===== config.mk =====
export PLATFORM = sky130hd
export DESIGN_NAME = ccx_back
export DESIGN_NICKNAME = d
export VERILOG_FILES = /design/src/rtl/ccx_pkg.sv /design/src/rtl/ccx_back.sv
export SDC_FILE = /design/constraint.sdc
export NUM_CORES = 1
export LEC_CHECK = 0
export BUFFER_PORTS_ARGS = -buffer_cell sky130_fd_sc_hd__clkbuf_2
export CORE_ASPECT_RATIO = 1.75
export CORE_UTILIZATION = 30
export DETAILED_ROUTE_END_ITERATION = 7
export GPL_TIMING_DRIVEN = 0
export SLEW_MARGIN = 20
export SYNTH_ARGS = -nofsm -noshare
export SYNTH_HDL_FRONTEND = slang
export SYNTH_SLANG_ARGS = --single-unit

===== constraint.sdc =====
create_clock -name clk -period 22.4 [get_ports clk]
set_input_delay 2.24 -clock clk [delete_from_list [all_inputs] [get_ports clk]]
set_output_delay 2.24 -clock clk [all_outputs]
set_load 0.005 [all_outputs]

===== src/rtl/ccx_pkg.sv =====
// Shared types, constants and register codes for the ChaCha20 stream XOR block.
`timescale 1ns / 1ps
`default_nettype none
package ccx_pkg;

	// Input queue between the front and back parts
	localparam int CCX_Q_DEPTH = 4;
	localparam int CCX_Q_AW    = $clog2(CCX_Q_DEPTH);

	// Block function: 20 rounds, each done as two half quarter-round steps
	localparam int CCX_ROUNDS      = 20;
	localparam int CCX_HALF_STEPS  = 2 * CCX_ROUNDS;
	localparam int CCX_STEP_W      = $clog2(CCX_HALF_STEPS);
	localparam int CCX_BLOCK_BYTES = 64;
	localparam int CCX_OFF_W       = $clog2(CCX_BLOCK_BYTES);

	// "expand 32-byte k"
	localparam logic [31:0] CCX_SIGMA0 = 32'h61707865;
	localparam logic [31:0] CCX_SIGMA1 = 32'h3320646e;
	localparam logic [31:0] CCX_SIGMA2 = 32'h79622d32;
	localparam logic [31:0] CCX_SIGMA3 = 32'h6b206574;

	// Configuration register indexes
	localparam int CCX_CFG_IDX_W = 3;
	localparam logic [CCX_CFG_IDX_W-1:0] CCX_CFG_KEY_Q0        = 3'd0;
	localparam logic [CCX_CFG_IDX_W-1:0] CCX_CFG_KEY_Q1        = 3'd1;
	localparam logic [CCX_CFG_IDX_W-1:0] CCX_CFG_KEY_Q2        = 3'd2;
	localparam logic [CCX_CFG_IDX_W-1:0] CCX_CFG_KEY_Q3        = 3'd3;
	localparam logic [CCX_CFG_IDX_W-1:0] CCX_CFG_NONCE_LOW     = 3'd4;
	localparam logic [CCX_CFG_IDX_W-1:0] CCX_CFG_NONCE_HIGH    = 3'd5;
	localparam logic [CCX_CFG_IDX_W-1:0] CCX_CFG_START_COUNTER = 3'd6;

	// Input transaction
	typedef struct packed {
		logic [7:0] data_byte;
		logic       last_byte;
	} ccx_in_t;

	// Output transaction
	typedef struct packed {
		logic [7:0] out_byte;
		logic       out_last;
	} ccx_out_t;

	// Queue entry: input plus its position in the message
	typedef struct packed {
		logic [7:0]           data_byte;
		logic                 last_byte;
		logic                 first;
		logic [CCX_OFF_W-1:0] offset;
	} ccx_qent_t;

	// Configuration registers as one bundle
	typedef struct packed {
		logic [3:0][63:0] key_q;
		logic [63:0]      nonce_low;
		logic [31:0]      nonce_high;
		logic [31:0]      start_counter;
	} ccx_cfg_t;

	typedef logic [15:0][31:0] ccx_block_t;

	// Back part to keystream core
	typedef struct packed {
		logic        start;
		logic        abort;
		logic [31:0] ctr;
	} ccx_core_cmd_t;

	// Keystream core status
	typedef struct packed {
		logic        busy;
		logic        done;
		logic [31:0] ctr;
	} ccx_core_sts_t;

endpackage
`default_nettype wire


===== src/rtl/ccx_back.sv =====
// Back part: keystream buffer, core scheduling, XOR and output register.
`timescale 1ns / 1ps
`default_nettype none
module ccx_back (
	input  logic                   clk,
	input  logic                   arst_n,
	input  logic                   head_valid,
	input  ccx_pkg::ccx_qent_t     head,
	output logic                   pop,
	input  logic [31:0]            start_counter,
	input  logic                   cfg_we,
	output ccx_pkg::ccx_core_cmd_t core_cmd,
	input  ccx_pkg::ccx_core_sts_t core_sts,
	input  ccx_pkg::ccx_block_t    core_ks,
	output logic                   result_valid,
	input  logic                   result_stall,
	output ccx_pkg::ccx_out_t      result
);
	import ccx_pkg::*;

	logic        in_msg_q;
	logic        act_valid_q;
	logic [31:0] ctr_q;
	ccx_block_t  ks_q;
	logic        out_valid_q;
	ccx_out_t    out_q;

	logic [31:0] need_ctr;
	logic [31:0] blk_ctr;
	logic        core_hit;
	logic        ks_avail;
	logic        out_free;
	logic        blk_end;
	logic [31:0] ks_word;
	logic [7:0]  ks_byte;

	// Block the core should hold next: next message start, block after the active one, else ctr_q
	always_comb begin
		if (!in_msg_q) begin
			need_ctr = start_counter;
		end else if (act_valid_q) begin
			need_ctr = ctr_q + 32'd1;
		end else begin
			need_ctr = ctr_q;
		end
		core_cmd.abort = cfg_we;
		core_cmd.ctr   = need_ctr;
		core_cmd.start = !(core_sts.busy || core_sts.done) || (core_sts.ctr != need_ctr);
	end

	// Keystream availability for the queue head
	assign blk_ctr  = head.first ? start_counter : ctr_q;
	assign core_hit = core_sts.done && (core_sts.ctr == blk_ctr);
	assign ks_avail = act_valid_q || core_hit;
	assign out_free = !out_valid_q || !result_stall;
	assign pop      = head_valid && ks_avail && out_free;
	assign blk_end  = (head.offset == CCX_OFF_W'(CCX_BLOCK_BYTES - 1));

	// Keystream byte select, little endian within each word
	assign ks_word = act_valid_q ? ks_q[head.offset[CCX_OFF_W-1:2]]
	                             : core_ks[head.offset[CCX_OFF_W-1:2]];
	assign ks_byte = 8'(ks_word >> {head.offset[1:0], 3'b000});

	// Message and block state
	always_ff @(posedge clk or negedge arst_n) begin
		if (!arst_n) begin
			in_msg_q    <= 1'b0;
			act_valid_q <= 1'b0;
			ctr_q       <= '0;
			out_valid_q <= 1'b0;
		end else begin
			if (pop) begin
				if (head.last_byte) begin
					in_msg_q    <= 1'b0;
					act_valid_q <= 1'b0;
				end else begin
					in_msg_q    <= 1'b1;
					act_valid_q <= !blk_end;
					ctr_q       <= blk_end ? blk_ctr + 32'd1 : blk_ctr;
				end
			end
			if (pop) begin
				out_valid_q <= 1'b1;
			end else if (!result_stall) begin
				out_valid_q <= 1'b0;
			end
		end
	end

	// Active keystream block and output payload
	always_ff @(posedge clk) begin
		if (pop && !act_valid_q) begin
			ks_q <= core_ks;
		end
		if (pop) begin
			out_q.out_byte <= head.data_byte ^ ks_byte;
			out_q.out_last <= head.last_byte;
		end
	end

	assign result_valid = out_valid_q;
	assign result       = out_q;

endmodule
`default_nettype wire


# Word-level counts from Yosys, hierarchy flattened

Cells that the tools add are included.

Bits in registers: 556
Bits in latches: 0
Memory bits (writable): 0
ROM bits: 0
Input bits: 599
Output and inout bits: 45
Logic and storage cells: 59
Memories kept: 0

Add/subtract/negate cells: 2
Multiply operators: 0
Divide/modulo/power cells: 0
$lt $le $gt $ge: 1
Eq/ne operators: 4
Shift-type cells: 1
Muxes and demuxes: 13
Bitwise logic cells: 2
Reduce and logical (&&, ||, !) cells: 14

Operators by type and width:

| operator                                                             | number |
|---|---|
| 32-bit binary-select mux with 4-bit select                           | 2 |
| 32-bit two-way mux                                                   | 7 |
| 32-bit by 1-bit adder with 32-bit output, second input constant      | 2 |
| 32-bit == test                                                       | 1 |
| 32-bit != test                                                       | 1 |
| 32-bit by 5-bit right shift with 8-bit output                        | 1 |
| 8-bit bitwise XOR                                                    | 1 |
| 6-bit == test, second input constant                                 | 1 |
| 1-bit logical NOT                                                    | 5 |
| 4-bit by 5-bit < comparator with 1-bit output, second input constant | 1 |
| 1-bit logical AND                                                    | 4 |
| 1-bit logical OR                                                     | 4 |
| 1-bit two-way mux                                                    | 4 |
| 2-bit != test, second input constant                                 | 1 |
| 2-bit AND reduction                                                  | 1 |
| 1-bit inverter                                                       | 1 |

# Depth between registers and ports, before layout

Depth in word-level cells: 7
Depth in mapped cells: 14
Depth with buffers taken out: 11

# Worst setup path before layout

Ideal clock, no wire load.

Path kind: input to register
From: in head[6] (netlist bit)
To: reg ks_q[0] (netlist bit) (enable)
Setup time: 1402 ps
Arrival: 25249 ps
Data required time: 20998 ps
Path slack: -4251 ps
Cell stages on the path: 11
Buffers on the path: 4
Cell sequence: buf_6 -> buf_6 -> buf_6 -> buf_4 -> mux2i_1 -> xnor2_1 -> nor4_1 -> nand3_1 -> o31ai_2 -> nand3_1 -> nor2_1

Word-level cells in the longest chain between the ends: 7

RTL lines:

| item                           | line           | source |
|---|---|---|
| start: declaration             | ccx_back.sv:8  | `input ccx_pkg::ccx_qent_t head,` |
| 32-bit two-way mux             | ccx_back.sv:52 | `assign blk_ctr = head.first ? start_counter : ctr_q;` |
| 32-bit == test                 | ccx_back.sv:53 | `assign core_hit = core_sts.done && (core_sts.ctr == blk_ctr);` |
| 1-bit logical AND              | ccx_back.sv:53 |  |
| 1-bit logical OR               | ccx_back.sv:54 | `assign ks_avail = act_valid_q \|\| core_hit;` |
| 1-bit logical AND (2 in a row) | ccx_back.sv:56 | `assign pop = head_valid && ks_avail && out_free;` |
| 1-bit logical AND              | ccx_back.sv:92 | `if (pop && !act_valid_q) begin` |
| end signal: assignment         | ccx_back.sv:93 | `ks_q <= core_ks;` |
| end: declaration               | ccx_back.sv:24 | `ccx_block_t ks_q;` |

Every way passes these cells.
A chain may end at the register's enable or synchronous reset.

# Worst setup path in the final report

From: in head[6] (netlist bit)
To: out pop

Word-level cells in the longest chain between the ends: 6

RTL lines:

| item                           | line           | source |
|---|---|---|
| 32-bit two-way mux             | ccx_back.sv:52 |  |
| 32-bit == test                 | ccx_back.sv:53 |  |
| 1-bit logical AND              | ccx_back.sv:53 |  |
| 1-bit logical OR               | ccx_back.sv:54 |  |
| 1-bit logical AND (2 in a row) | ccx_back.sv:56 |  |
| end: declaration               | ccx_back.sv:9  | `output logic pop,` |

Every way passes these cells.

==> run summary <==
Register area -> 0.0165 mm²
Via/cell ratio -> 5.51
CTS Sinks -> 556
Gate Count Post-Synth -> 1803
Area leader, netlist -> edfxtp_1
DP Area -> 0.0348 mm²
YS warnings -> 0
Leakage Power -> 13.0 nW
Clock group share of total power -> 0.414
Final WS setup -> 13.64 ns
First-pass GRT wire length -> 176 mm
Count leader, synth -> edfxtp_1
Area share of the largest cell type after synthesis -> 0.534
Register area share after synthesis -> 0.564
Mean post-synth cell area -> 16.3 µm²
Area growth syn-to-layout -> 25.6%
Pwr/cell area -> 68.4 mW/mm²
Tot Pwr -> 2.52 mW
Total congestion overflow -> 0
Final setup vio count -> 0
Crit Path Category -> in2out
Worst Setup Start Kind -> primary input
Finished layout cell area -> 0.0368 mm²
Initial antenna violation count -> 29
Area taken by multi-input logic gates -> 0.0121 mm²
Post-route DRC -> 0
Peak Freq -> 0.114 GHz
CP endpoint kind -> output pin
DR iter-0 viols -> 1670
H-Tree Depth -> 2
Die Footprint -> 0.0990 mm²
Synth Flop Type -> edfxtp_1
Largest net degree at the start of global routing -> 36
Post_cts resized -> 0
Dpl hpwl -> 105 mm
Worst-Skew Late Latency -> 0.65 ns
Cells on worst reg2reg path -> 16
Layout Skew -> 0.0501 ns
R2r setup slk -> 16.90 ns
Post-CTS Setup Bufs -> 0
Hold path cells -> 1
Largest cells by area after synthesis -> edfxtp_1, mux4_2, dfrtp_1, xnor2_1, xor2_1
Sw Share -> 0.253
Final min period -> 8.76 ns
Hold worst-path end -> ctr_q[31]$_DFFE_PN0P_
Int Power -> 1.88 mW
Core Rows -> 151
Peak supply drop -> 66.8 µV
Fin nets -> 3119
IO buf count -> 631
Final core occ -> 0.381
Clock buffer depth -> 3
Slew HR -> 0.189
Mean routed wirelength per cell -> 33.2 µm
Worst Path Max Fanout -> 10
Die Ht -> 415 µm
Outcome -> complete, no violations
Gr busiest metal -> met2
Fillers -> 9286
Met3 Use GR -> 0.0674
Max cap viols -> 0
Worst EP required -> 20.16 ns
Num CTS Buffers -> 56
Worst-margin pin slew -> 1.22 ns
Setup_tns -> 0 ns
CTS clk-pin slew, worst paths -> 0.07 ns
Detail Route Antenna Nets -> 0
RSZ-0062 raised after global routing -> no
Setup WS pre-CTS -> 13.68 ns
Final Max Tran Viols -> 0
Sequential power share -> 0.452
RR Endpoint -> ks_q[448]$_DFFE_PP_
Comb power frac -> 0.134
Vias -> 21381
Seq cells post-synth -> 556
Initial Utilization -> 0.303
Net switching power -> 0.638 mW
Routed WL -> 129 mm
Die width -> 238 µm
CTS tree -> yes
Hold Path Class -> reg2reg
Mapped Area -> 0.0293 mm²
Hold Violations, Final -> 0
Worst hold start -> ctr_q[31]$_DFFE_PN0P_
GRT Resource Usage Total -> 0.259
Worst R2R Start -> ctr_q[19]$_DFFE_PN0P_
Hold-fix buffers, CTS -> 0
Ports -> 644
Pre-Repair DR Iteration Count -> 5
Post-synth EDFFs -> 521
Syn_nets -> 2404
Post-synth top cells -> edfxtp_1, mux4_2, xnor2_1
M1 GR Usage -> 0.251
Vias in the first global route -> 22858
Share of cells above drive strength 1 -> 0.449
Post-synth ARST share -> 0.0629
Crit share post-route -> 0.391
Distinct cell type count after synthesis -> 74
RD Place Congestion -> 1.01
CP arrival -> 6.52 ns
Met2 usage -> 0.487
CTS root buf -> clkbuf_16
Core ar. -> 0.0967 mm²
[final cells by class]
type / instances / area share
Buffer: 141 / 0.0172
Clock inverter: 44 / 0.0159
Antenna cell: 15 / 0.00102
Clock buffer: 60 / 0.0385
Tap cell: 1300 / 0.0442
Sequential cell: 556 / 0.449
Multi-Input combinational cell: 1077 / 0.330
Timing Repair Buffer: 657 / 0.102
Inverter: 29 / 0.00296
[worst max-delay path: stages]
cell and delay, ns:
clkbuf_2 0.15, buf_6 0.18, buf_6 0.16, buf_6 0.19, buf_2 0.40, mux2i_1 0.27
xnor2_1 0.12, nor4_1 0.58, nand3_1 0.29, o31ai_2 0.48, nand3_1 0.27, inv_1 0.88
clkbuf_2 0.26
[logic make-up (layout without fill, tap and decap cells)]
| kind of cell | count (synthesis) | after routing | synth area share |
|---|---|---|---|
| adder cells (fa/ha/maj) | 2 | 2 | 0.000854 |
| buffers and inverters | 170 | 931 | 0.0237 |
| flip-flops | 556 | 556 | 0.564 |
| XOR/XNOR | 151 | 151 | 0.0456 |
| AO/OA/AOI/OAI | 240 | 240 | 0.0537 |
| other | 0 | 15 | 0 |
| AND/OR/NAND/NOR | 338 | 338 | 0.0625 |
| multiplexers | 346 | 346 | 0.250 |
[flip-flops by register name, indices dropped and copies added, names as in the netlist]
signal,cells
result_valid,1
ks_q,512
in_msg_q,1
result,9
ctr_q,32
act_valid_q,1
[placed cells by master (no fill, tap or decap), types with 11 or more instances in the layout]
master,Yosys,final
clkbuf_2,1,647
edfxtp_1,521,521
mux4_2,306,306
xnor2_1,95,95
nor2_1,82,81
clkbuf_1,75,65
a21oi_1,60,60
clkbuf_16,0,56
nand2_1,55,55
xor2_1,55,55
o21ai_0,51,51
nand3_1,47,47
buf_2,15,38
dfrtp_1,35,35
o22ai_1,31,31
mux2i_1,29,29
inv_1,28,28
nor3_1,30,28
nand4_1,25,25
buf_1,44,21
nor4_1,22,20
diode_2,0,15
a22oi_1,15,15
buf_12,0,12
buf_16,0,12
o211ai_1,11,11
bufinv_16,0,11
[power groups by stage]
stage	Sequential [mW]	Clock, mW	Combinational, mW
2_1_floorplan	1.16	0	0.165
3_3_place_gp	1.16	0	0.335
3_5_place_dp	1.16	0	0.339
4_1_cts	1.14	1.06	0.340
5_1_grt	1.14	1.09	0.354
6_report	1.14	1.04	0.338
[worst max path at each step]
| stage | cells after the start | start | end | slack [ns] |
|---|---|---|---|---|
| after floorplan | 11 | head[6] | ks_q[0]$_DFFE_PP_ | 4.45 |
| after global placement | 12 | head[6] | ks_q[210]$_DFFE_PP_ | -2.56 |
| after detailed placement | 13 | head[6] | pop | 13.68 |
| after CTS | 13 | head[6] | pop | 13.65 |
| after global routing | 13 | head[6] | pop | 13.48 |
| final | 13 | head[6] | pop | 13.64 |
[per-layer routing]
layer	routed length, µm	part of all wire
met2	70400	0.55
met3	9700	0.075
met1	40800	0.32
met4	7890	0.061
met5	104	0.00081
[per-stage QoR]
stage          cells  hold WS, ns
3_5_place_dp    3759        0.561
2_1_floorplan   1803        0.499
3_3_place_gp    3734        0.568
5_1_grt         3877        0.614
4_1_cts         3863        0.573
6_report        3879        0.572
Power figures use the tool's default switching activity.
