[config.mk]
export PLATFORM = sky130hd
export DESIGN_NAME = ccx_front
export DESIGN_NICKNAME = d
export VERILOG_FILES = /design/src/rtl/ccx_pkg.sv /design/src/rtl/ccx_front.sv
export SDC_FILE = /design/constraint.sdc
export NUM_CORES = 1
export LEC_CHECK = 0
export BUFFER_PORTS_ARGS = -buffer_cell sky130_fd_sc_hd__buf_2
export CAP_MARGIN = 20
export CORE_MARGIN = 2
export CORE_UTILIZATION = 32
export CTS_CLUSTER_DIAMETER = 50
export CTS_CLUSTER_SIZE = 14
export DETAILED_ROUTE_END_ITERATION = 10
export PLACE_DENSITY = 0.57
export SLEW_MARGIN = 30
export SYNTH_ARGS = -nofsm -noshare
export SYNTH_HDL_FRONTEND = slang
export SYNTH_SLANG_ARGS = --single-unit
[constraint.sdc]
create_clock -name clk -period 2 [get_ports clk]
set_clock_uncertainty 0.05 [all_clocks]
set_input_delay 0.4 -clock clk [delete_from_list [all_inputs] [get_ports clk]]
set_output_delay 0.4 -clock clk [all_outputs]
set_load 0.05 [all_outputs]
[src/rtl/ccx_pkg.sv]
// Shared types, constants and register codes for the ChaCha20 stream XOR block.
`timescale 1ns / 1ps
`default_nettype none
package ccx_pkg;

	// Input queue between the front and back parts
	localparam int CCX_Q_DEPTH = 4;
	localparam int CCX_Q_AW    = $clog2(CCX_Q_DEPTH);

	// Block function: 20 rounds, each done as two half quarter-round steps
	localparam int CCX_ROUNDS      = 20;
	localparam int CCX_HALF_STEPS  = 2 * CCX_ROUNDS;
	localparam int CCX_STEP_W      = $clog2(CCX_HALF_STEPS);
	localparam int CCX_BLOCK_BYTES = 64;
	localparam int CCX_OFF_W       = $clog2(CCX_BLOCK_BYTES);

	// "expand 32-byte k"
	localparam logic [31:0] CCX_SIGMA0 = 32'h61707865;
	localparam logic [31:0] CCX_SIGMA1 = 32'h3320646e;
	localparam logic [31:0] CCX_SIGMA2 = 32'h79622d32;
	localparam logic [31:0] CCX_SIGMA3 = 32'h6b206574;

	// Configuration register indexes
	localparam int CCX_CFG_IDX_W = 3;
	localparam logic [CCX_CFG_IDX_W-1:0] CCX_CFG_KEY_Q0        = 3'd0;
	localparam logic [CCX_CFG_IDX_W-1:0] CCX_CFG_KEY_Q1        = 3'd1;
	localparam logic [CCX_CFG_IDX_W-1:0] CCX_CFG_KEY_Q2        = 3'd2;
	localparam logic [CCX_CFG_IDX_W-1:0] CCX_CFG_KEY_Q3        = 3'd3;
	localparam logic [CCX_CFG_IDX_W-1:0] CCX_CFG_NONCE_LOW     = 3'd4;
	localparam logic [CCX_CFG_IDX_W-1:0] CCX_CFG_NONCE_HIGH    = 3'd5;
	localparam logic [CCX_CFG_IDX_W-1:0] CCX_CFG_START_COUNTER = 3'd6;

	// Input transaction
	typedef struct packed {
		logic [7:0] data_byte;
		logic       last_byte;
	} ccx_in_t;

	// Output transaction
	typedef struct packed {
		logic [7:0] out_byte;
		logic       out_last;
	} ccx_out_t;

	// Queue entry: input plus its position in the message
	typedef struct packed {
		logic [7:0]           data_byte;
		logic                 last_byte;
		logic                 first;
		logic [CCX_OFF_W-1:0] offset;
	} ccx_qent_t;

	// Configuration registers as one bundle
	typedef struct packed {
		logic [3:0][63:0] key_q;
		logic [63:0]      nonce_low;
		logic [31:0]      nonce_high;
		logic [31:0]      start_counter;
	} ccx_cfg_t;

	typedef logic [15:0][31:0] ccx_block_t;

	// Back part to keystream core
	typedef struct packed {
		logic        start;
		logic        abort;
		logic [31:0] ctr;
	} ccx_core_cmd_t;

	// Keystream core status
	typedef struct packed {
		logic        busy;
		logic        done;
		logic [31:0] ctr;
	} ccx_core_sts_t;

endpackage
`default_nettype wire

[src/rtl/ccx_front.sv]
// Front part: accepts bytes, tags message start and block offset, queues them.
`timescale 1ns / 1ps
`default_nettype none
module ccx_front (
	input  logic               clk,
	input  logic               arst_n,
	input  logic               item_valid,
	output logic               item_stall,
	input  ccx_pkg::ccx_in_t   item,
	output logic               head_valid,
	output ccx_pkg::ccx_qent_t head,
	input  logic               pop
);
	import ccx_pkg::*;

	logic                  in_msg_q;
	logic [CCX_OFF_W-1:0]  off_q;
	ccx_qent_t             q_mem_q [CCX_Q_DEPTH];
	logic [CCX_Q_AW-1:0]   wr_ptr_q;
	logic [CCX_Q_AW-1:0]   rd_ptr_q;
	logic [CCX_Q_AW:0]     cnt_q;
	logic                  push;
	ccx_qent_t             ent;

	assign item_stall = (cnt_q == (CCX_Q_AW + 1)'(CCX_Q_DEPTH));
	assign push       = item_valid && !item_stall;
	assign head_valid = (cnt_q != '0);
	assign head       = q_mem_q[rd_ptr_q];

	// Classify the incoming transaction
	always_comb begin
		ent.data_byte = item.data_byte;
		ent.last_byte = item.last_byte;
		ent.first     = !in_msg_q;
		ent.offset    = in_msg_q ? off_q : '0;
	end

	// Message tracking and queue pointers
	always_ff @(posedge clk or negedge arst_n) begin
		if (!arst_n) begin
			in_msg_q <= 1'b0;
			off_q    <= '0;
			wr_ptr_q <= '0;
			rd_ptr_q <= '0;
			cnt_q    <= '0;
		end else begin
			if (push) begin
				wr_ptr_q <= wr_ptr_q + CCX_Q_AW'(1);
				in_msg_q <= !item.last_byte;
				off_q    <= item.last_byte ? '0 : ent.offset + CCX_OFF_W'(1);
			end
			if (pop) begin
				rd_ptr_q <= rd_ptr_q + CCX_Q_AW'(1);
			end
			if (push && !pop) begin
				cnt_q <= cnt_q + (CCX_Q_AW + 1)'(1);
			end else if (pop && !push) begin
				cnt_q <= cnt_q - (CCX_Q_AW + 1)'(1);
			end
		end
	end

	// Queue storage
	always_ff @(posedge clk) begin
		if (push) begin
			q_mem_q[wr_ptr_q] <= ent;
		end
	end

endmodule
`default_nettype wire

# Yosys cells after proc, flatten, opt, wreduce, memory -nomap -nowiden

Memories as Yosys holds them, arrays and structs flattened.
Index checks and enable logic that the tools add are counted.
Widths: inputs -> output; s select.

Add/subtract/negate cells: 5
Multiply operators: 0
Divide/modulo/power cells: 0
Magnitude comparators: 0
Equal/unequal tests: 1
Shifts and indexed selects: 0
Multiplexer cells: 6
Bitwise gates (word level): 0
Reduce and logical (&&, ||, !) cells: 10

Operators with widths:

| cell                | number |
|---|---|
| $mux 6              | 2 |
| $add 6x1->6 const B | 1 |
| $mux 3              | 2 |
| $logic_not 1->1     | 5 |
| $add 2x1->2 const B | 2 |
| $add 3x1->3 const B | 1 |
| $eq 3x3->1 const B  | 1 |
| $logic_and 1x1->1   | 3 |
| $reduce_bool 3->1   | 1 |
| $sub 3x1->3 const B | 1 |
| $mux 1              | 2 |
| $reduce_bool 2->1   | 1 |

Register bits: 14
Latch bits: 0
RAM bits: 64
Memory bits (read-only): 0
Bits of input ports: 13
Logic and storage cells: 28
Memories: 1

Memories:

| name    | depth | bits a word | rd ports | clocked after Yosys merged registers in | wr ports | line            | source |
|---|---|---|---|---|---|---|---|
| q_mem_q | 4     | 16          | 1        | 0                                       | 1        | ccx_front.sv:18 | `ccx_qent_t q_mem_q [CCX_Q_DEPTH];` |

# Depth between registers and ports, before layout

Gate-level depths: netlist of run 1.

Word-level depth: 7
Depth in mapped cells: 10
Gate-level depth less buffers: 9

# Least setup slack after synthesis of run 1

OpenSTA, ideal clock, no wires.

Path type: reg-to-reg
Start: reg cnt_q[1]
End: reg cnt_q[1]
Setup time: 0.125 ns
Data arrival time: 1.933 ns
Required time: 1.825 ns
Slack: -0.107 ns
Stages on the path, launching flop included: 9
Buffers on the path: 1
Period minus slack after synthesis: 2.107 ns
Cell sequence: dfrtp_1 or3b_1 buf_6 nand2_8 inv_6 ha_1 inv_1 fa_1 mux2_2

Word-level cells in the longest chain between the ends: 6
Elaborated cells between the ends (all ways): 11
Classes of those cells: 2 x add/sub; 1 x eq/ne; 2 x mux; 6 x reduce/logical

RTL lines:

| what                        | line            | source |
|---|---|---|
| start: declaration          | ccx_front.sv:21 | `logic [CCX_Q_AW:0] cnt_q;` |
| start signal: assignment    | ccx_front.sv:56 | `cnt_q <= cnt_q + (CCX_Q_AW + 1)'(1);` |
| start signal: assignment    | ccx_front.sv:58 | `cnt_q <= cnt_q - (CCX_Q_AW + 1)'(1);` |
| $eq 3x3->1 (*)              | ccx_front.sv:25 | `assign item_stall = (cnt_q == (CCX_Q_AW + 1)'(CCX_Q_DEPTH));` |
| $logic_not 1->1 (*)         | ccx_front.sv:26 | `assign push = item_valid && !item_stall;` |
| $logic_and 1x1->1 (*)       | ccx_front.sv:26 |  |
| via push                    | ccx_front.sv:22 | `logic push;` |
| $logic_not 1->1             | ccx_front.sv:57 | `end else if (pop && !push) begin` |
| $logic_and 1x1->1           | ccx_front.sv:57 |  |
| $reduce_bool 2->1 (no line) | n/a             |  |

The timed path passes the listed nets; every way through them passes the cells marked *. The select of a mux whose other input is x is not followed.
A chain may end at the register's enable or synchronous reset.

==> flow_summary.rst, run 1 <==
.. list-table::
   :header-rows: 1

   * - Metric
     - Value
   * - Run status
     - complete, but fails checks
   * - Violated checks
     - negative setup slack
   * - Design internal power
     - between 4000 and 5000 uW
   * - Buffer type at the clock tree root
     - sky130_fd_sc_hd__clkbuf_8
   * - Synth Net Count
     - roughly 190
   * - Clock power share
     - 0.208
   * - Post-Synth Simple-Gate Area
     - 0.0545
   * - Max_cap viols
     - 0
   * - Required time of the worst setup path
     - 1.55 ns
   * - Synth Area in Adders
     - 0.0300
   * - Sum Neg Setup Slack
     - -1.48 ns
   * - Placer Congestion
     - around 0.75
   * - Xor and xnor fraction of the mapped netlist area
     - 0.0194
   * - Multi-input logic area
     - 833 sq um
   * - H-tree lvl count
     - 3
   * - Clock input transition at the sequential cells of the worst setup and hold paths
     - 0.08 ns
   * - M1 GR Usage
     - 0.151
   * - Layout filler cell count
     - ~880
   * - Max stage delay cell, worst path
     - sky130_fd_sc_hd__mux4_2
   * - Series of cell instances along the critical path
     - clkbuf_16 > mux4_2 > buf_6
   * - Post-detailed-route wirelength per cell
     - 15.4 um
   * - Number of register bits inferred by synthesis
     - 78
   * - Top-Level Pins
     - 31
   * - Vias in the first global route
     - between 1500 and 2000
   * - Wire length of the first global-routing pass
     - 8.94 mm
   * - Mapped cell area
     - ~3200 sq um
   * - Count of standard-cell rows
     - 36
   * - Critical path endpoint category
     - output pin
   * - Buffer depth of the longest clock path
     - 2
   * - DP HPWL
     - between 3 and 4 mm
   * - Share of layout cells above drive strength 1
     - 0.398
   * - Post-DRT Antenna Nets
     - 0
   * - Number of endpoints with negative hold slack in the final report
     - 0
   * - Synth Area in Compound Gates
     - 0.0324
   * - Register area share after synthesis
     - 0.718
   * - # DRC
     - 0
   * - Number of antenna violations at the first check in global routing
     - 0
   * - Period utilisation layout
     - 1.05
   * - Total clock buffers created by CTS
     - 9
   * - Overall die area
     - around 11000 sq um
   * - Pin count of the biggest net entering global routing
     - 17
   * - Count of inserted antenna diode cells
     - 0
   * - Mux cell area share after synthesis
     - 0.122
   * - Final worst path period need
     - between 2 and 2.5 ns
   * - Area added between synthesis and finish
     - 26.7%
   * - Highest achievable clock rate
     - about 480 MHz
   * - Pre-CTS worst setup slack
     - -0.00645 ns
   * - Register share of total power
     - 0.353
   * - Synth cell types
     - 37
   * - YS warnings
     - 0
   * - TritonCTS clock tree
     - done
   * - Max transition margin
     - 0.773
   * - Worst-Skew Late Latency
     - approximately 0.34 ns
   * - Routing layer with the top usage in global route
     - met2
   * - Pwr per Cell Area
     - between 1500 and 2000 nW/um^2
   * - Per-instance average area after synthesis
     - ~19 sq um
   * - Total Routing Usage GR
     - 0.114
   * - Part of the total power dissipated in combinational logic
     - 0.439
   * - Detailed-route vias per instance
     - 4.55
   * - Sink Count
     - 78
   * - Final setup vio count
     - 16
   * - Largest family of logic cells by synthesized area
     - multiplexers
   * - Total of buffers placed on input and output ports
     - 30
   * - Switching power of the nets
     - between 2000 and 2500 uW
   * - Total grt overflow
     - 0
   * - Maximum net fanout on the critical path
     - 8
   * - Nets
     - between 200 and 250
   * - Leakage power of the design
     - around 0.0015 uW
   * - Reg area
     - ~2300 sq um
   * - Initial core utilization
     - 0.327
   * - Worst slew pin tran
     - around 0.34 ns
   * - Critical path data arrival time
     - ~1.7 ns
   * - Final worst hold slack
     - roughly 0.22 ns
   * - Most common cell after layout, fill and taps aside
     - sky130_fd_sc_hd__edfxtp_1
   * - Smallest setup slack after layout
     - -0.101 ns
   * - Post-Synthesis Cells
     - about 170
   * - Detailed-router iteration count before antenna repair
     - 4
   * - Start-to-end type of the worst setup path
     - flip-flop to output pin
   * - Area inside the core boundary
     - roughly 9700 sq um
   * - Via count of the routed design
     - roughly 1600
   * - Met3 Resource Use GR
     - 0.0423
   * - Highest cell delay on the worst timing path
     - a little over 0.5 ns
   * - Routing usage on met2
     - 0.181
   * - Routed wire length
     - about 5.5 mm
   * - Unrepaired setup endpoints after global routing
     - yes
   * - Worst min-delay path class
     - primary input to flip-flop
   * - Horizontal extent of the die
     - 103 um
   * - Worst Setup Start Kind
     - flip-flop
   * - Leading cell types in the layout, fill and taps excluded
     - sky130_fd_sc_hd__edfxtp_1 (64), sky130_fd_sc_hd__buf_6 (17), sky130_fd_sc_hd__buf_4 (17), sky130_fd_sc_hd__mux4_2 (16), sky130_fd_sc_hd__buf_2 (13)
   * - Number of buffer and inverter stages on the critical path
     - 2
   * - Dominant delay contributor by cell family on the critical path
     - multiplexers
   * - Worst-case register-to-register setup slack
     - 0.04 ns
   * - Initial detailed-routing violation count
     - 71
   * - DIE HEIGHT
     - roughly 100 um
   * - Largest vdd supply drop
     - 0.580 mV
   * - Final number of max-transition violations
     - 0
   * - Switching share of power
     - 0.357
==> cell usage after synthesis <==
cell type / count / area, sq um
sky130_fd_sc_hd__inv_6: 1 / 8.76
sky130_fd_sc_hd__clkbuf_1: 2 / 7.51
sky130_fd_sc_hd__dfrtp_1: 14 / 350
sky130_fd_sc_hd__or3_1: 2 / 12.5
sky130_fd_sc_hd__a32oi_1: 1 / 8.76
sky130_fd_sc_hd__o2bb2ai_1: 1 / 8.76
sky130_fd_sc_hd__nand3_1: 1 / 5.00
sky130_fd_sc_hd__inv_2: 1 / 3.75
sky130_fd_sc_hd__nand2_8: 1 / 20.0
sky130_fd_sc_hd__nand4_1: 1 / 6.26
sky130_fd_sc_hd__nand4b_1: 1 / 8.76
sky130_fd_sc_hd__or3b_1: 1 / 8.76
sky130_fd_sc_hd__o31ai_1: 1 / 7.51
sky130_fd_sc_hd__nor2_1: 2 / 7.51
sky130_fd_sc_hd__nand2_1: 2 / 7.51
sky130_fd_sc_hd__buf_4: 1 / 7.51
sky130_fd_sc_hd__mux2_2: 1 / 11.3
sky130_fd_sc_hd__a32o_1: 1 / 10.0
sky130_fd_sc_hd__mux2_4: 1 / 15.0
sky130_fd_sc_hd__and4_1: 1 / 8.76
sky130_fd_sc_hd__buf_6: 1 / 11.3
sky130_fd_sc_hd__o211ai_1: 2 / 15.0
sky130_fd_sc_hd__inv_1: 7 / 26.3
sky130_fd_sc_hd__nand2b_1: 2 / 12.5
sky130_fd_sc_hd__buf_2: 2 / 10.0
sky130_fd_sc_hd__o311ai_1: 1 / 8.76
sky130_fd_sc_hd__a211o_1: 1 / 8.76
sky130_fd_sc_hd__and3_1: 5 / 31.3
sky130_fd_sc_hd__xnor2_1: 3 / 26.3
sky130_fd_sc_hd__and2_1: 6 / 37.5
sky130_fd_sc_hd__o21ai_0: 7 / 35.0
sky130_fd_sc_hd__mux4_2: 16 / 360
sky130_fd_sc_hd__nor2b_1: 1 / 6.26
sky130_fd_sc_hd__xor2_1: 4 / 35.0
sky130_fd_sc_hd__fa_1: 1 / 20.0
sky130_fd_sc_hd__ha_1: 6 / 75.1
sky130_fd_sc_hd__edfxtp_1: 64 / 1920
==> final cells by class <==
type                    instances  area share
clock buffers                   9      0.0309
inverters                       9      0.0115
multi-input cells              73       0.208
flip-flops and latches         78       0.567
clock inverters                 6      0.0278
well taps                     133      0.0415
repair buffers                 51       0.113
==> logic make-up (layout without fill, tap and decap cells) <==
| kind of cell | Yosys count | count (layout) |
|---|---|---|
| AO/OA/AOI/OAI | 15 | 15 |
| XOR/XNOR | 7 | 7 |
| multiplexers | 18 | 18 |
| adder cells (fa/ha/maj) | 7 | 7 |
| buffers and inverters | 15 | 75 |
| flip-flops | 78 | 78 |
| AND/OR/NAND/NOR | 26 | 26 |
==> flip-flops by register name, indices dropped and copies added, names as in the netlist <==
register,cells
in_msg_q,1
rd_ptr_q,2
wr_ptr_q,2
off_q,6
cnt_q,3
q_mem_q,64
==> stage by stage <==
step,util,instances,power [uW],cell area [sq um]
2_1_floorplan,-,166,4130,3180
3_3_place_gp,0.370,338,4770,3580
3_5_place_dp,0.370,338,4790,3580
4_1_cts,0.412,357,6640,3990
5_1_grt,0.414,359,6890,4010
6_report,0.414,359,6550,4010
==> per-layer routing <==
layer / up-vias / wire [um]
li1: 762 / -
met1: 836 / 2540
met2: 35 / 2740
met3: 2 / 242
met4: 0 / 23
met5: - / 0
==> what timing repair did <==
item                                    CTS  global route
endpoints found under the hold margin    14             0
endpoints found under the setup margin   18            18
gates resized for setup                  41             3
gates cloned                              1             0
hold buffers                              1             0
buffers inserted                          2             2
pin swaps                                 1             1
==> path summary, 6_finish.rpt <==
kind	end	startpoint	cells past startpoint
max	head[12]	rd_ptr_q[0]	3
min reg2reg	off_q[5]	off_q[5]	1
min	q_mem_q[1][9]	item[2]	1
max reg2reg	cnt_q[1]	cnt_q[0]	7
min in group asynchronous	off_q[3]	arst_n	2
max in group asynchronous	rd_ptr_q[0]	arst_n	2
==> power groups by stage <==
| stage | combinational [uW] | sequential [uW] | clock [uW] |
|---|---|---|---|
| 2_1_floorplan | 1850 | 2280 | 0 |
| 3_3_place_gp | 2450 | 2320 | 0 |
| 3_5_place_dp | 2460 | 2340 | 0 |
| 4_1_cts | 2920 | 2320 | 1400 |
| 5_1_grt | 3080 | 2350 | 1460 |
| 6_report | 2870 | 2310 | 1360 |
(Power assumes the default switching activity.)
==> run 2, diff against run 1 <==
PLACE_DENSITY = unset   (was 0.57)
PLACE_DENSITY_LB_ADDON = 0.1   (was unset)
==> run 2 against run 1 <==
Against the previous run: the run still ends with negative setup slack left; hold slack gained 0.0045 ns; register-to-register slack lost 0.03 ns; setup slack gained 0.012 ns; non-clock buffer count shrank 3.
==> flow_summary.rst, run 2 (synthesis gave the netlist of run 1 again) <==
.. list-table::
   :header-rows: 1

   * - Metric
     - Value
   * - Run status
     - complete, but fails checks
   * - Violated checks
     - negative setup slack
   * - Worst min-delay path class
     - primary input to flip-flop
   * - Worst-Skew Late Latency
     - between 0.3 and 0.4 ns
   * - Max stage delay cell, worst path
     - sky130_fd_sc_hd__mux4_2
   * - Leakage power of the design
     - 0.00147 uW
   * - Highest cell delay on the worst timing path
     - roughly 0.55 ns
   * - Most common cell after layout, fill and taps aside
     - sky130_fd_sc_hd__edfxtp_1
   * - Nets
     - between 200 and 250
   * - Clock input transition at the sequential cells of the worst setup and hold paths
     - ~0.080 ns
   * - Count of inserted antenna diode cells
     - 0
   * - Maximum net fanout on the critical path
     - 10
   * - Max transition margin
     - 0.750
   * - H-tree lvl count
     - 3
   * - Smallest setup slack after layout
     - -0.0894 ns
   * - Unrepaired setup endpoints after global routing
     - yes
   * - Dominant delay contributor by cell family on the critical path
     - multiplexers
   * - DIE HEIGHT
     - ~100 um
   * - Count of standard-cell rows
     - 36
   * - Critical path data arrival time
     - ~1.6 ns
   * - Detailed-route vias per instance
     - 4.66
   * - Worst-case register-to-register setup slack
     - about 0.01 ns
   * - Post-DRT Antenna Nets
     - 0
   * - Buffer type at the clock tree root
     - sky130_fd_sc_hd__clkbuf_8
   * - Number of cells on the worst hold path
     - 1
   * - Share of layout cells above drive strength 1
     - 0.393
   * - Top-Level Pins
     - 31
   * - Multi-input logic area
     - 833 sq um
   * - Number of endpoints with negative hold slack in the final report
     - 0
   * - Pin count of the biggest net entering global routing
     - 17
   * - Wire length of the first global-routing pass
     - just under 10 mm
   * - Top reg by flops
     - q_mem_q
   * - Worst slew pin tran
     - around 0.37 ns
   * - Hold Crit Endpoint
     - q_mem_q[0][12]
   * - Number of antenna violations at the first check in global routing
     - 0
   * - Required time of the worst setup path
     - approximately 1.6 ns
   * - Total grt overflow
     - 0
   * - Leading cell types in the layout, fill and taps excluded
     - sky130_fd_sc_hd__edfxtp_1 (64), sky130_fd_sc_hd__buf_4 (20), sky130_fd_sc_hd__mux4_2 (16), sky130_fd_sc_hd__dfrtp_1 (13), sky130_fd_sc_hd__buf_2 (13)
   * - Final worst path period need
     - around 2.1 ns
   * - Topmost layer with routed signal wires
     - met4
   * - Post-Place Cells
     - ~340
   * - Number of buffer and inverter stages on the critical path
     - 2
   * - Largest vdd supply drop
     - roughly 0.5 mV
   * - Final number of max-transition violations
     - 0
   * - Launching element of the worst setup path
     - rd_ptr_q[0]
   * - Reg area
     - ~2300 sq um
   * - Final worst hold slack
     - between 0.2 and 0.25 ns
   * - Total clock buffers created by CTS
     - 9
   * - Total Routing Usage GR
     - 0.127
   * - Max FFs per register
     - 64
   * - Placer Congestion
     - 0.741
   * - Horizontal extent of the die
     - 103 um
   * - Max_cap viols
     - 0
   * - Start-to-end type of the worst setup path
     - flip-flop to output pin
   * - Pwr per Cell Area
     - between 1500 and 2000 nW/um^2
   * - Highest achievable clock rate
     - around 480 MHz
   * - DP HPWL
     - slightly above 4 mm
   * - Detailed-router iteration count before antenna repair
     - 4
   * - Met2 routed WL
     - about 3.2 mm
   * - Total of buffers placed on input and output ports
     - 30
   * - Largest registers
     - q_mem_q x64, off_q x6, cnt_q x3
   * - Final setup vio count
     - 16
   * - Overall die area
     - between 10000 and 15000 sq um
   * - Area added between synthesis and finish
     - 24.2%
   * - Sink Count
     - 78
   * - TritonCTS clock tree
     - done
   * - Initial core utilization
     - 0.327
   * - Hold_sp
     - item[5]
   * - Startpoint of the most critical register-to-register path
     - cnt_q[0]
   * - Final Instance Count excl. Fillers
     - about 360
   * - Critical path endpoint category
     - output pin
   * - Via count of the routed design
     - ~1700
   * - R2R Path End
     - cnt_q[1]
   * - Worst Setup Start Kind
     - flip-flop
   * - Vias in the first global route
     - ~1900
   * - Routed wire length
     - 6.07 mm
   * - Initial detailed-routing violation count
     - 75
   * - Post-detailed-route wirelength per cell
     - roughly 17 um
   * - Area inside the core boundary
     - 9680 sq um
   * - Layout filler cell count
     - a little under 900
   * - Wire length on met1
     - about 2.6 mm
   * - Period utilisation layout
     - 1.04
   * - Number of cells on the worst reg-to-reg path
     - 7
   * - Met3 WL
     - 281 um
   * - # DRC
     - 0
   * - Buffer depth of the longest clock path
     - 2
   * - Series of cell instances along the critical path
     - buf_12 > mux4_2 > buf_6
-- run 2: area by class of cell --
cell class / count / area share
Clock inverter: 7 / 0.0245
Inverter: 9 / 0.0111
Clock buffer: 9 / 0.0315
Tap cell: 133 / 0.0423
Sequential cell: 78 / 0.578
Multi-Input combinational cell: 73 / 0.212
Timing Repair Buffer: 48 / 0.101
-- run 2: layer usage --
| metal | global-route usage | vias up |
|---|---|---|
| met5 | 0 | - |
| met4 | 0.0516 | 0 |
| met3 | 0.0403 | 6 |
| met2 | 0.218 | 29 |
| met1 | 0.146 | 870 |
| li1 | - | 757 |
-- run 2: how the worst max path moves through the flow --
stage,to,slack (ns),depth (start not counted)
2_1_floorplan,cnt_q[1],-0.05,8
3_3_place_gp,cnt_q[1],0.04,7
3_5_place_dp,cnt_q[1],-0.02,7
4_1_cts,head[5],-0.12,3
5_1_grt,head[5],-0.15,3
6_report,head[5],-0.09,3
-- run 2: timing repair --
item	in CTS	in global routing
pin swaps	1	1
setup endpoints to repair	18	18
hold buffers	1	0
setup buffers	1	2
endpoints found under the hold margin	14	0
gates resized for setup	35	0
-- run 2: power breakdown --
part | switching, uW | internal (uW) | leakage (uW) | total [uW]
logic | 1640 | 1140 | 0.000584 | 2780
registers | 148 | 2160 | 0.000771 | 2300
clock network | 573 | 707 | 0.000114 | 1280
-- run 2: metrics by stage --
stage	setup TNS [ns]	area, sq um	utilization	setup slack [ns]	power, uW
after floorplan	-0.0546	3180	-	-0.0546	4130
after global placement	0	3580	0.369	0.0371	4750
after detailed placement	-0.0153	3580	0.369	-0.0153	4820
after CTS	-1.33	3920	0.405	-0.123	6440
after global routing	-2.00	3930	0.406	-0.152	6690
final	-0.859	3930	0.406	-0.0894	6360
-- run 2: worst register-to-register path, stage by stage (launching register included) --
cell and delay [ns]:
sky130_fd_sc_hd__dfrtp_1 0.39, sky130_fd_sc_hd__or3b_4 0.44, sky130_fd_sc_hd__nand2_8 0.09, sky130_fd_sc_hd__inv_6 0.04, sky130_fd_sc_hd__ha_4 0.15, sky130_fd_sc_hd__inv_2 0.05, sky130_fd_sc_hd__fa_1 0.40, sky130_fd_sc_hd__mux2_2 0.27
==> run 3, diff against run 2 <==
RECOVER_POWER = 25   (was unset)
==> run 3 against run 2 <==
Against the previous run: the run still ends with negative setup slack left; sequential power barely moved; fmax about the same; total power barely moved; non-clock buffer count is the same; global-route usage did not move; utilization fell by 0.13 points; die area is the same; combinational power about the same; final cell count is the same; sequential share of layout area rose by 0.18 points; first-iteration DRC count rose by 4.0%; flip-flop and latch count is the same; critical path type unchanged; critical endpoint unchanged; largest cell class unchanged; highest routed layer unchanged.
==> flow_summary.rst, run 3 (synthesis gave the netlist of run 1 again) <==
.. list-table::
   :header-rows: 1

   * - Metric
     - Value
   * - Total of buffers placed on input and output ports
     - 30
   * - Initial core utilization
     - 0.327
   * - Smallest setup slack after layout
     - -0.0892 ns
   * - Wire length of the first global-routing pass
     - ~10 mm
   * - Sink Count
     - 78
   * - Post-DRT Antenna Nets
     - 0
   * - Buffer depth of the longest clock path
     - 2
   * - Period utilisation layout
     - 1.04
   * - Pre-CTS worst setup slack
     - -0.0153 ns
   * - Initial detailed-routing violation count
     - just under 80
   * - Maximum net fanout on the critical path
     - 10
   * - Worst slew pin tran
     - 0.840 ns
   * - Violated checks
     - negative setup slack
   * - Top-Level Pins
     - 31
   * - Number of endpoints with negative hold slack in the final report
     - 0
   * - Nets
     - 239
   * - Final number of max-transition violations
     - 0
   * - Via count of the routed design
     - 1659
   * - Unrepaired setup endpoints after global routing
     - yes
   * - Share of layout cells above drive strength 1
     - 0.348
   * - Final setup vio count
     - 16
   * - Start-to-end type of the worst setup path
     - flip-flop to output pin
   * - Worst min-delay path class
     - primary input to flip-flop
   * - Area inside the core boundary
     - around 9700 sq um
   * - Buffer type at the clock tree root
     - sky130_fd_sc_hd__clkbuf_8
   * - Most common cell after layout, fill and taps aside
     - sky130_fd_sc_hd__edfxtp_1
   * - Run status
     - complete, but fails checks
   * - Worst-Skew Late Latency
     - approximately 0.34 ns
   * - Count of inserted antenna diode cells
     - 0
   * - DIE HEIGHT
     - 103 um
   * - Detailed-route vias per instance
     - approximately 4.6
   * - Count of standard-cell rows
     - 36
   * - Max FFs per register
     - between 60 and 70
   * - Final worst hold slack
     - around 0.25 ns
   * - Vias in the first global route
     - ~1900
   * - Worst Setup Start Kind
     - flip-flop
   * - Critical path endpoint category
     - output pin
   * - Total Routing Usage GR
     - 0.127
   * - Largest vdd supply drop
     - between 0.5 and 0.6 mV
   * - Horizontal extent of the die
     - just over 100 um
   * - Total clock buffers created by CTS
     - 9
   * - Max transition margin
     - 0.440
   * - Placer Congestion
     - around 0.74
   * - Routed wire length
     - slightly above 6 mm
   * - Post-detailed-route wirelength per cell
     - between 15 and 20 um
   * - Final worst path period need
     - 2.09 ns
   * - Total grt overflow
     - 0
   * - Number of antenna violations at the first check in global routing
     - 0
   * - Overall die area
     - 10700 sq um
   * - Critical path data arrival time
     - between 1.5 and 2 ns
   * - Post-route core utilization
     - 0.405
   * - Required time of the worst setup path
     - roughly 1.6 ns
   * - Largest registers
     - q_mem_q x64, off_q x6, cnt_q x3
   * - Leakage power of the design
     - about 0.0014 uW
   * - # DRC
     - 0
   * - H-tree lvl count
     - 3
   * - Detailed-router iteration count before antenna repair
     - 4
   * - Top reg by flops
     - q_mem_q
   * - Pin count of the biggest net entering global routing
     - 17
   * - Clock input transition at the sequential cells of the worst setup and hold paths
     - 0.07 ns
   * - Leading cell types in the layout, fill and taps excluded
     - sky130_fd_sc_hd__edfxtp_1 (64), sky130_fd_sc_hd__buf_4 (20), sky130_fd_sc_hd__mux4_2 (16), sky130_fd_sc_hd__dfrtp_1 (13), sky130_fd_sc_hd__buf_6 (12)
   * - Highest achievable clock rate
     - about 480 MHz
   * - Area added between synthesis and finish
     - 23.8%
   * - Pwr per Cell Area
     - between 1500 and 2000 nW/um^2
   * - TritonCTS clock tree
     - done
   * - DP HPWL
     - about 4.0 mm
   * - Max_cap viols
     - 0
run 3: final timing paths:
path	from	to	cells past startpoint	slack, ns
max	rd_ptr_q[0]	head[5]	3	-0.09
min	pop	rd_ptr_q[0]	2	0.25
max reg2reg	cnt_q[0]	cnt_q[1]	7	0.01
min reg2reg	rd_ptr_q[1]	rd_ptr_q[1]	1	0.49
max in group asynchronous	arst_n	rd_ptr_q[0]	2	0.70
min in group asynchronous	arst_n	cnt_q[0]	2	0.61
run 3: repair_timing:
action / in CTS / in global routing
gates resized for setup: 35 / 0
pin swaps: 1 / 1
buffers inserted: 1 / 2
hold buffers: 1 / 0
endpoints found under the setup margin: 18 / 18
endpoints found under the hold margin: 14 / 0
run 3: per-stage QoR:
stage	cells	TNS, ns	cell area [sq um]	power (uW)
after detailed placement	337	-0.0153	3580	4820
after global routing	357	-2.00	3920	6690
final	357	-0.858	3920	6360
after global placement	337	0	3580	4750
after CTS	355	-1.33	3920	6440
after floorplan	166	-0.0546	3180	4130
run 3: report_power, final:
group | switching, uW | internal [uW] | leakage [uW] | total (uW)
clock network | 574 | 707 | 0.000114 | 1280
registers | 148 | 2160 | 0.000771 | 2300
logic | 1640 | 1130 | 0.000557 | 2780
total | 2360 | 3990 | 0.00144 | 6360
run 3: cell type report:
cell class,count,area (sq um)
clock buffers,9,124
repair buffers,48,383
flip-flops and latches,78,2270
clock inverters,7,96.3
well taps,133,166
inverters,9,43.8
fillers,889,5760
multi-input cells,73,833
run 3: critical path, cell delays in order, from the launching register on:
cell	delay, ns
sky130_fd_sc_hd__dfrtp_2	0.41
sky130_fd_sc_hd__buf_12	0.16
sky130_fd_sc_hd__mux4_2	0.55
sky130_fd_sc_hd__buf_6	0.18
run 3: per-layer routing:
| metal | wire length (um) | vias to the layer above | GRT usage |
|---|---|---|---|
| li1 | - | 756 | - |
| met2 | 3170 | 32 | 0.218 |
| met5 | 0 | - | 0 |
| met1 | 2530 | 865 | 0.146 |
| met3 | 296 | 6 | 0.0403 |
| met4 | 62 | 0 | 0.0516 |
